===== config.mk =====
export PLATFORM = sky130hd
export DESIGN_NAME = ufss_ctrl
export DESIGN_NICKNAME = d
export VERILOG_FILES = /design/src/sv/ufss_pkg.sv /design/src/sv/ufss_ctrl.sv
export SDC_FILE = /design/constraint.sdc
export NUM_CORES = 1
export LEC_CHECK = 0
export BUFFER_PORTS_ARGS = -buffer_cell sky130_fd_sc_hd__buf_4
export CAP_MARGIN = 40
export CORE_MARGIN = 5
export CORE_UTILIZATION = 50
export DETAILED_ROUTE_END_ITERATION = 10
export GPL_TIMING_DRIVEN = 0
export PLACE_DENSITY_LB_ADDON = 0.1
export SLEW_MARGIN = 20
export SYNTH_ARGS = -nofsm -noshare
export SYNTH_HDL_FRONTEND = slang
export SYNTH_SLANG_ARGS = --single-unit

===== constraint.sdc =====
create_clock -name clock -period 6.7 [get_ports clock]
set_input_delay 1.675 -clock clock [delete_from_list [all_inputs] [get_ports clock]]
set_output_delay 1.675 -clock clock [all_outputs]
set_load 0.005 [all_outputs]

===== src/sv/ufss_pkg.sv =====
package ufss_pkg;

   localparam int NODES_DEFAULT = 1024;
   localparam int NODE_IN_W     = 10;
   localparam int RANK_W        = 4;
   localparam int SIZE_W        = 11;

   localparam logic [RANK_W-1:0] RANK_MAX = '1;
   localparam logic [SIZE_W-1:0] SIZE_MAX = '1;
   localparam logic [SIZE_W-1:0] SIZE_ONE = SIZE_W'(1);

   localparam logic CMD_UNITE = 1'b0;
   localparam logic CMD_QUERY = 1'b1;

   typedef struct packed {
      logic en;
      logic we;
   } mem_ctl_type;

endpackage


===== src/sv/ufss_ctrl.sv =====
module ufss_ctrl #(
   parameter int NODES = ufss_pkg::NODES_DEFAULT,
   parameter int NW    = $clog2(NODES),
   parameter int W     = NW + ufss_pkg::RANK_W + ufss_pkg::SIZE_W
) (
   input  logic                                clock,
   input  logic                                reset,
   input  logic                                req_valid,
   output logic                                req_stall,
   input  logic                                req_command,
   input  logic [NW-1:0]                       node_a,
   input  logic [NW-1:0]                       node_b,
   output logic                                rsp_valid,
   input  logic                                rsp_stall,
   output logic [NW-1:0]                       rsp_root,
   output logic [ufss_pkg::SIZE_W-1:0]         rsp_set_size,
   output logic                                rsp_were_same,
   output ufss_pkg::mem_ctl_type               mem_ctl,
   output logic [NW-1:0]                       mem_addr,
   output logic [W-1:0]                        mem_wdata,
   input  logic [W-1:0]                        mem_rdata
);

   localparam int RW = ufss_pkg::RANK_W;
   localparam int SW = ufss_pkg::SIZE_W;

   typedef enum logic [3:0] {
      ST_CLEAR, ST_IDLE, ST_FIND_RD, ST_FIND_CHK, ST_COMP_RD, ST_COMP_WR,
      ST_LINK_LO, ST_LINK_HI, ST_DONE
   } state_type;

   state_type   state_ff;
   logic [NW-1:0] clr_ff;
   logic          cmd_ff, side_ff;
   logic [NW-1:0] a_ff, b_ff, cur_ff, root_ff, ra_ff, rb_ff;
   logic [RW-1:0] rank_ra_ff, rank_rb_ff;
   logic [SW-1:0] size_ra_ff, size_rb_ff;
   logic          rsp_valid_ff, rsp_same_ff;
   logic [NW-1:0] rsp_root_ff;
   logic [SW-1:0] rsp_size_ff;

   logic [NW-1:0] rd_parent;
   logic [RW-1:0] rd_rank;
   logic [SW-1:0] rd_size;
   logic          do_union, b_under_a;
   logic [NW-1:0] keep, lose;
   logic [SW:0]   sum_wide;
   logic [SW-1:0] sum;
   logic [RW-1:0] keep_rank;
   logic          rsp_load;

   assign rd_parent = mem_rdata[W-1 -: NW];
   assign rd_rank   = mem_rdata[SW +: RW];
   assign rd_size   = mem_rdata[SW-1:0];

   assign do_union  = (cmd_ff == ufss_pkg::CMD_UNITE) && (ra_ff != rb_ff);
   assign b_under_a = !(rank_ra_ff < rank_rb_ff);
   assign keep      = b_under_a ? ra_ff : rb_ff;
   assign lose      = b_under_a ? rb_ff : ra_ff;
   assign sum_wide  = {1'b0, size_ra_ff} + {1'b0, size_rb_ff};
   assign sum       = sum_wide[SW] ? ufss_pkg::SIZE_MAX : sum_wide[SW-1:0];

   always_comb begin
      if (!b_under_a) begin
         keep_rank = rank_rb_ff;
      end else if (rank_ra_ff == rank_rb_ff && rank_ra_ff != ufss_pkg::RANK_MAX) begin
         keep_rank = rank_ra_ff + RW'(1);
      end else begin
         keep_rank = rank_ra_ff;
      end
   end

   // single memory port
   always_comb begin
      mem_ctl   = '0;
      mem_addr  = cur_ff;
      mem_wdata = {rd_parent, rd_rank, rd_size};
      unique case (state_ff)
         ST_CLEAR: begin
            mem_ctl   = '{en: 1'b1, we: 1'b1};
            mem_addr  = clr_ff;
            mem_wdata = {clr_ff, RW'(0), ufss_pkg::SIZE_ONE};
         end
         ST_FIND_RD: begin
            mem_ctl = '{en: 1'b1, we: 1'b0};
         end
         ST_COMP_RD: begin
            mem_ctl = '{en: cur_ff != root_ff, we: 1'b0};
         end
         ST_COMP_WR: begin
            mem_ctl   = '{en: 1'b1, we: 1'b1};
            mem_wdata = {root_ff, rd_rank, rd_size};
         end
         ST_LINK_LO: begin
            mem_ctl   = '{en: 1'b1, we: 1'b1};
            mem_addr  = lose;
            mem_wdata = b_under_a ? {ra_ff, rank_rb_ff, size_rb_ff}
                                  : {rb_ff, rank_ra_ff, size_ra_ff};
         end
         ST_LINK_HI: begin
            mem_ctl   = '{en: 1'b1, we: 1'b1};
            mem_addr  = keep;
            mem_wdata = {keep, keep_rank, sum};
         end
         default: begin
         end
      endcase
   end

   assign req_stall = (state_ff != ST_IDLE);
   assign rsp_load  = (state_ff == ST_DONE) && (!rsp_valid_ff || !rsp_stall);

   always_ff @(posedge clock) begin
      if (reset) begin
         state_ff     <= ST_CLEAR;
         clr_ff       <= '0;
         rsp_valid_ff <= 1'b0;
      end else begin
         if (rsp_load) begin
            rsp_valid_ff <= 1'b1;
            rsp_root_ff  <= do_union ? keep : ra_ff;
            rsp_size_ff  <= do_union ? sum : size_ra_ff;
            rsp_same_ff  <= (ra_ff == rb_ff);
         end else if (!rsp_stall) begin
            rsp_valid_ff <= 1'b0;
         end

         unique case (state_ff)
            ST_CLEAR: begin
               if (clr_ff == NW'(NODES - 1)) begin
                  state_ff <= ST_IDLE;
               end else begin
                  clr_ff <= clr_ff + NW'(1);
               end
            end
            ST_IDLE: begin
               if (req_valid) begin
                  cmd_ff   <= req_command;
                  a_ff     <= node_a;
                  b_ff     <= node_b;
                  cur_ff   <= node_a;
                  side_ff  <= 1'b0;
                  state_ff <= ST_FIND_RD;
               end
            end
            ST_FIND_RD: begin
               state_ff <= ST_FIND_CHK;
            end
            ST_FIND_CHK: begin
               if (rd_parent == cur_ff) begin
                  root_ff <= cur_ff;
                  if (!side_ff) begin
                     ra_ff      <= cur_ff;
                     rank_ra_ff <= rd_rank;
                     size_ra_ff <= rd_size;
                     cur_ff     <= a_ff;
                  end else begin
                     rb_ff      <= cur_ff;
                     rank_rb_ff <= rd_rank;
                     size_rb_ff <= rd_size;
                     cur_ff     <= b_ff;
                  end
                  state_ff <= ST_COMP_RD;
               end else begin
                  cur_ff   <= rd_parent;
                  state_ff <= ST_FIND_RD;
               end
            end
            ST_COMP_RD: begin
               if (cur_ff != root_ff) begin
                  state_ff <= ST_COMP_WR;
               end else if (!side_ff) begin
                  side_ff  <= 1'b1;
                  cur_ff   <= b_ff;
                  state_ff <= ST_FIND_RD;
               end else begin
                  state_ff <= do_union ? ST_LINK_LO : ST_DONE;
               end
            end
            ST_COMP_WR: begin
               cur_ff   <= rd_parent;
               state_ff <= ST_COMP_RD;
            end
            ST_LINK_LO: begin
               state_ff <= ST_LINK_HI;
            end
            ST_LINK_HI: begin
               state_ff <= ST_DONE;
            end
            ST_DONE: begin
               if (rsp_load) begin
                  state_ff <= ST_IDLE;
               end
            end
            default: begin
               state_ff <= ST_IDLE;
            end
         endcase
      end
   end

   assign rsp_valid     = rsp_valid_ff;
   assign rsp_root      = rsp_root_ff;
   assign rsp_set_size  = rsp_size_ff;
   assign rsp_were_same = rsp_same_ff;

endmodule


# After elaboration in Yosys (flattened, before gate mapping)
# Cells that the tools add are included.
op_classes:
  add_sub_neg: 3
  bitwise_logic: 4
  n_reduce_logical: 19
  muxes: 30
  magnitude_cmp: 1
  n_eq_ne: 22
op_table:
  columns: ["cell", "n"]
  rows:
  - ["$pmux 25 s4", 1]
  - ["$mux 10", 8]
  - ["$pmux 10 s4", 1]
  - ["$pmux 4 s9", 1]
  - ["$mux 4", 8]
  - ["$pmux 10 s3", 1]
  - ["$mux 25", 1]
  - ["$mux 11", 2]
  - ["$eq 10x10->1", 2]
  - ["$ne 10x10->1", 2]
  - ["$eq 4x3->1 const B", 4]
  - ["$add 11x11->12", 1]
  - ["$reduce_and 4->1", 3]
  - ["$add 10x1->10 const B", 1]
  - ["$eq 10x10->1 const B", 1]
  - ["$ne 2x2->1 const B", 5]
  - ["$reduce_and 3->1", 3]
  - ["$eq 4x2->1 const B", 2]
  - ["$pmux 2 s3", 1]
  - ["$reduce_and 5->1", 1]
  - ["$add 4x1->4 const B", 1]
  - ["$eq 4x1->1 const B", 1]
  - ["$eq 4x4->1", 1]
  - ["$eq 4x4->1 const B", 1]
  - ["other kinds (16)", 26]
word_totals:
  input_bits: 50
  regBits: 129
  output_inout_bits: 61
  word_cells: 97

# Depth between registers and ports, before layout
depth:
  depth_word: 6
  ltp_mapped: 10
  depth_no_buf: 8

# Worst setup path before layout
# OpenSTA, ideal clock, no wires.
synth_timing:
  kind: "input-to-reg"
  from: "in mem_rdata[17]"
  to: "reg ra_ff[0], enable pin"
  setup_ns: 0.438
  required_ns: 6.262
  path_slack_ns: 1.749
  arrival_ns: 4.513
  path_stages: 5
  n_path_buf: 1
  cell_sequence: "xor2_1 > nor4_2 > or4b_1 > buf_2 > nor3_1"
synth_via:
  elab_chain_cells: 2
synth_rtl:
  columns: ["element", "line", "text"]
  rows:
  - ["start, declared", "ufss_ctrl.sv:21", "input logic [W-1:0] mem_rdata"]
  - ["$eq 10x10->1", "ufss_ctrl.sv:150", "if (rd_parent == cur_ff) begin"]
  - ["$reduce_and 4->1 (no line)", null, null]
  - ["end signal, assigned", "ufss_ctrl.sv:153", "ra_ff <= cur_ff;"]
  - ["end, declared", "ufss_ctrl.sv:35", "logic [NW-1:0] a_ff, b_ff, cur_ff, root_ff, ra_ff, rb_ff;"]
# Every way passes these cells.
# A chain may end at the register's enable or synchronous reset.

# Worst setup path after layout
layout_timing:
  from: "reg rank_ra_ff[3]"
  to: "out mem_wdata[19]"
layout_via:
  elab_chain_cells: 3
  elab_cells_between_ends: 4
  cone_classes: "order compare (1); mux (3)"
layout_rtl:
  columns: ["element", "line", "text"]
  rows:
  - ["start, declared", "ufss_ctrl.sv:36", "logic [RW-1:0] rank_ra_ff, rank_rb_ff;"]
  - ["start signal, assigned", "ufss_ctrl.sv:154", "rank_ra_ff <= rd_rank;"]
  - ["$lt 4x4->1 *", "ufss_ctrl.sv:57", "assign b_under_a = !(rank_ra_ff < rank_rb_ff);"]
  - ["$mux 10 or $mux 25 (tied branches)", "ufss_ctrl.sv:58, ufss_ctrl.sv:97", null]
  - ["$pmux 25 s4 *", "ufss_ctrl.sv:78", "unique case (state_ff)"]
  - ["end, declared", "ufss_ctrl.sv:20", "output logic [W-1:0] mem_wdata,"]
# Mark *: on every way between the ends. The rest lies on a longest branch, timed or not.

==> flow_metrics.py <==
metrics = {
    "clock_network": {
        "clockBufferDepth": 2,
        "cts_tree": "yes",
        "clk_pin_slew_ns": 0.06,
        "cts.repair.resized": 0,
        "worstSkewPairLatency_ns": 0.42,
        "cts-root-buf": "clkbuf_16",
        "ctsHoldBuffers": 0,
        "htreeDepth": 4,
        "cts_buffers": 17,
        "cts_sinks": 129,
        "post_cts_buffers": 0,
    },
    "timing": {
        "rsz0062_at_grt": "no",
        "tns_ns": 0,
        "tightest_slew_ns": 0.8321,
        "timing.final.crit_share_pct": 70.93,
        "slew_headroom_pct": 44.42,
        "skew_ns": 0.009538,
        "slew_viol_final": 0,
        "fmax_mhz": 210.4,
        "post-route-min-period_ns": 4.752,
        "setup_violations": 0,
        "hold_violations": 0,
    },
    "critical_path": {
        "cp_max_fo": 10,
        "critPathCaptureType": "primary output",
        "cp_data_required_time_ns": 5.03,
        "cpMostUsedCell": "buf_4",
        "arrival_ns": 3.08,
        "r2r_setup_slack_ns": 3.44,
        "r2r_end": "rb_ff[8]",
        "timing.rr.start": "cur_ff[2]",
        "crit_slowest_cell": "edfxtp_1",
        "crit_type": "reg -> out",
        "critPathLaunchType": "flop",
        "path_cells": "ha_1 > nand2_1 > o21ai_1 > buf_4 > buf_2 > mux2_1 > a22oi_1 > nand3_1 > buf_4",
        "reg2reg_depth": 8,
        "slowest_delay_ns": 0.45,
    },
    "synth": {
        "synth_compound_area_share_pct": 14.74,
        "synth_ff_type": "edfxtp_1",
        "syn_nets": 676,
        "synthCells": 608,
        "synth_edf_count": 114,
        "synth_xor_area_share_pct": 6.053,
        "synth.avg_cell_area_um2": 11.18,
        "ys.warnings.count": 0,
        "ys_seq_area_share_pct": 54.76,
        "postSynth.asyncResetShare_pct": 0,
        "synth_seq_cells": 129,
        "synth-simple-area-share_pct": 12.68,
        "ys_types": 55,
        "synth_top_family_by_area": "compound AO/OA/AOI/OAI gates",
        "synthAdderAreaFrac_pct": 3.422,
        "syn_area_mm2": 0.006800,
        "muxShareOfSynthArea_pct": 6.219,
    },
    "route": {
        "drt-initial-drc-count": 427,
        "post-route-drc-count": 0,
        "drt-met1-wl_um": 7470,
        "wl_met2_um": 8647,
        "firstDrtPassIters": 5,
        "vias": 5598,
        "vias_per_cell": 5.962,
        "detail_route.wl_per_cell_um": 19.33,
        "highest_layer": "met4",
        "dr_wl_met3_um": 1616,
        "wl_um": 18150,
        "antenna_left": 0,
    },
    "hold_path": {
        "min_path_type": "reg -> reg",
        "min_path_cells": 2,
        "worstHoldEndpoint": "rsp_valid",
        "hp-start": "rsp_valid",
    },
    "final_layout": {
        "fillCellCount": 1071,
        "nets": 818,
        "ff_latch_area_mm2": 0.003724,
        "syn2layout_area_growth_pct": 25.89,
        "final_cell_area_mm2": 0.008561,
        "final_cells": 939,
        "diodes": 0,
        "multi_input_area_mm2": 0.002949,
        "drive_gt1_share_pct": 22.80,
    },
    "global_routing": {
        "first_global_vias": 5541,
        "gr-usage-all-layers_pct": 22.85,
        "grt_pass1_wl_um": 28640,
        "grt_max_degree": 17,
        "antenna_found_initial": 0,
        "grt-ovfl-total": 0,
    },
    "placement": {
        "placed_area_mm2": 0.007961,
        "portBuffers": 110,
        "gp_congestion": 0.8911,
        "dp_cells": 905,
        "dp_hpwl_um": 13630,
    },
    "power": {
        "ir_drop_uv": 261.0,
        "p_per_area_mw_per_mm2": 214.8,
        "leakage_uw": 0.003210,
    },
    "floorplan": {
        "ios": 111,
        "fp.dieArea_mm2": 0.01603,
        "die-width_um": 126.6,
        "num_rows": 42,
        "initial_core_util_pct": 51.15,
        "die_h_um": 126.6,
        "core-area_mm2": 0.01330,
    },
    "run_status": {
        "outcome": "finished clean",
    },
    "run": {
        "maxCapViolCount": 0,
    },
}
## sequential cells by signal, indices dropped and copies added, names as in the netlist
register and flops:
rb_ff 10, a_ff 10, rsp_set_size 11, size_ra_ff 11, rsp_root 10, ra_ff 10
rsp_valid 1, rank_rb_ff 4, cmd_ff 1, cur_ff 10, rank_ra_ff 4, b_ff 10
side_ff 1, root_ff 10, clr_ff 10, rsp_were_same 1, size_rb_ff 11, state_ff 4
## kinds of logic (layout without fill, tap and decap cells)
| family | after synthesis | in the layout |
|---|---|---|
| AO/OA/AOI/OAI | 147 | 147 |
| adder cells (fa/ha/maj) | 18 | 18 |
| XOR/XNOR | 47 | 47 |
| AND/OR/NAND/NOR | 190 | 190 |
| multiplexers | 40 | 40 |
| flip-flops | 129 | 129 |
| buffers and inverters | 37 | 192 |
## through the flow
| stage | total power (uW) | utilization, % | hold WS [ns] | worst slack (ns) |
|---|---|---|---|---|
| 6_report | 1839 | 64.39 | 0.5424 | 1.948 |
| 3_3_place_gp | 939.6 | 59.02 | 0.5401 | -0.003133 |
| 2_1_floorplan | 902.9 | - | 0.5055 | 1.749 |
| 4_1_cts | 1848 | 64.28 | 0.5470 | 1.910 |
| 5_1_grt | 1888 | 64.39 | 0.5734 | 1.744 |
| 3_5_place_dp | 941.0 | 59.88 | 0.5325 | 2.155 |
## synth_stat cells, types with 12 or more instances
master	count	area share [%]
xor2_1	19	2.4
dfxtp_1	15	4.4
o21ai_0	12	0.88
clkbuf_1	17	0.94
inv_1	12	0.66
xnor2_1	28	3.6
mux2i_1	22	3.2
o22ai_1	12	1.1
nand3_1	22	1.6
nor2_1	58	3.2
ha_1	17	3.1
mux2_1	13	2.2
nand2_1	68	3.8
a31oi_1	17	1.6
o221ai_1	14	1.8
edfxtp_1	114	50
a21oi_1	40	2.9
## metal layers
layer / GRT usage (%) / vias to the layer above
li1: - / 2612
met1: 30.57 / 2659
met2: 36.05 / 293
met3: 5.549 / 34
met4: 8.959 / 0
met5: 0 / -
## how the worst max path moves through the flow
stage | from | slack, ns | end | cells after the start
2_1_floorplan | mem_rdata[17] | 1.75 | ra_ff[0] | 5
3_3_place_gp | mem_rdata[17] | -0.003 | rb_ff[2] | 6
3_5_place_dp | mem_rdata[17] | 2.16 | rb_ff[2] | 9
4_1_cts | rank_ra_ff[3] | 1.91 | mem_addr[3] | 8
5_1_grt | size_ra_ff[2] | 1.74 | mem_wdata[5] | 8
6_report | rank_ra_ff[3] | 1.95 | mem_wdata[19] | 9
## worst max-delay path, delay by kind of cell (launching register included)
family	cells	cell delay (ns)
AO/OA/AOI/OAI	2	0.47
adder cells (fa/ha/maj)	1	0.34
buffers and inverters	3	0.78
flip-flops	1	0.45
multiplexers	1	0.39
AND/OR/NAND/NOR	2	0.21
## layout by cell type (no fill, tap or decap), types with 6 or more instances in the layout
master	synthesis	routed
o22ai_1	12	12
nor4_1	7	7
xor2_1	19	19
edfxtp_1	114	114
o21ai_0	12	12
o221ai_1	14	14
buf_4	0	117
nor2_1	58	57
mux2i_1	22	22
inv_1	12	12
a31oi_1	17	17
nand2_1	68	68
nand4_1	6	6
xnor2_1	28	28
a21oi_1	40	40
clkbuf_1	17	17
dfxtp_1	15	15
nand3_1	22	22
clkbuf_16	0	17
ha_1	17	17
mux2_1	13	13
## power breakdown
group / internal, uW / total, uW / switching (uW)
registers: 870 / 872 / 2.69
clock network: 550 / 914 / 364
logic: 30.2 / 52.2 / 22.1
total: 1450 / 1840 / 389
## layout make-up
class	count	area share (%)
sequential	129	43.50
timing repair buffer	123	10.96
multi-input combinational	442	34.45
tap	176	2.572
clock inverter	15	1.856
inverter	13	0.5700
buffer	24	1.125
clock buffer	17	4.969
Note: power is estimated with default switching activity, not from simulation.
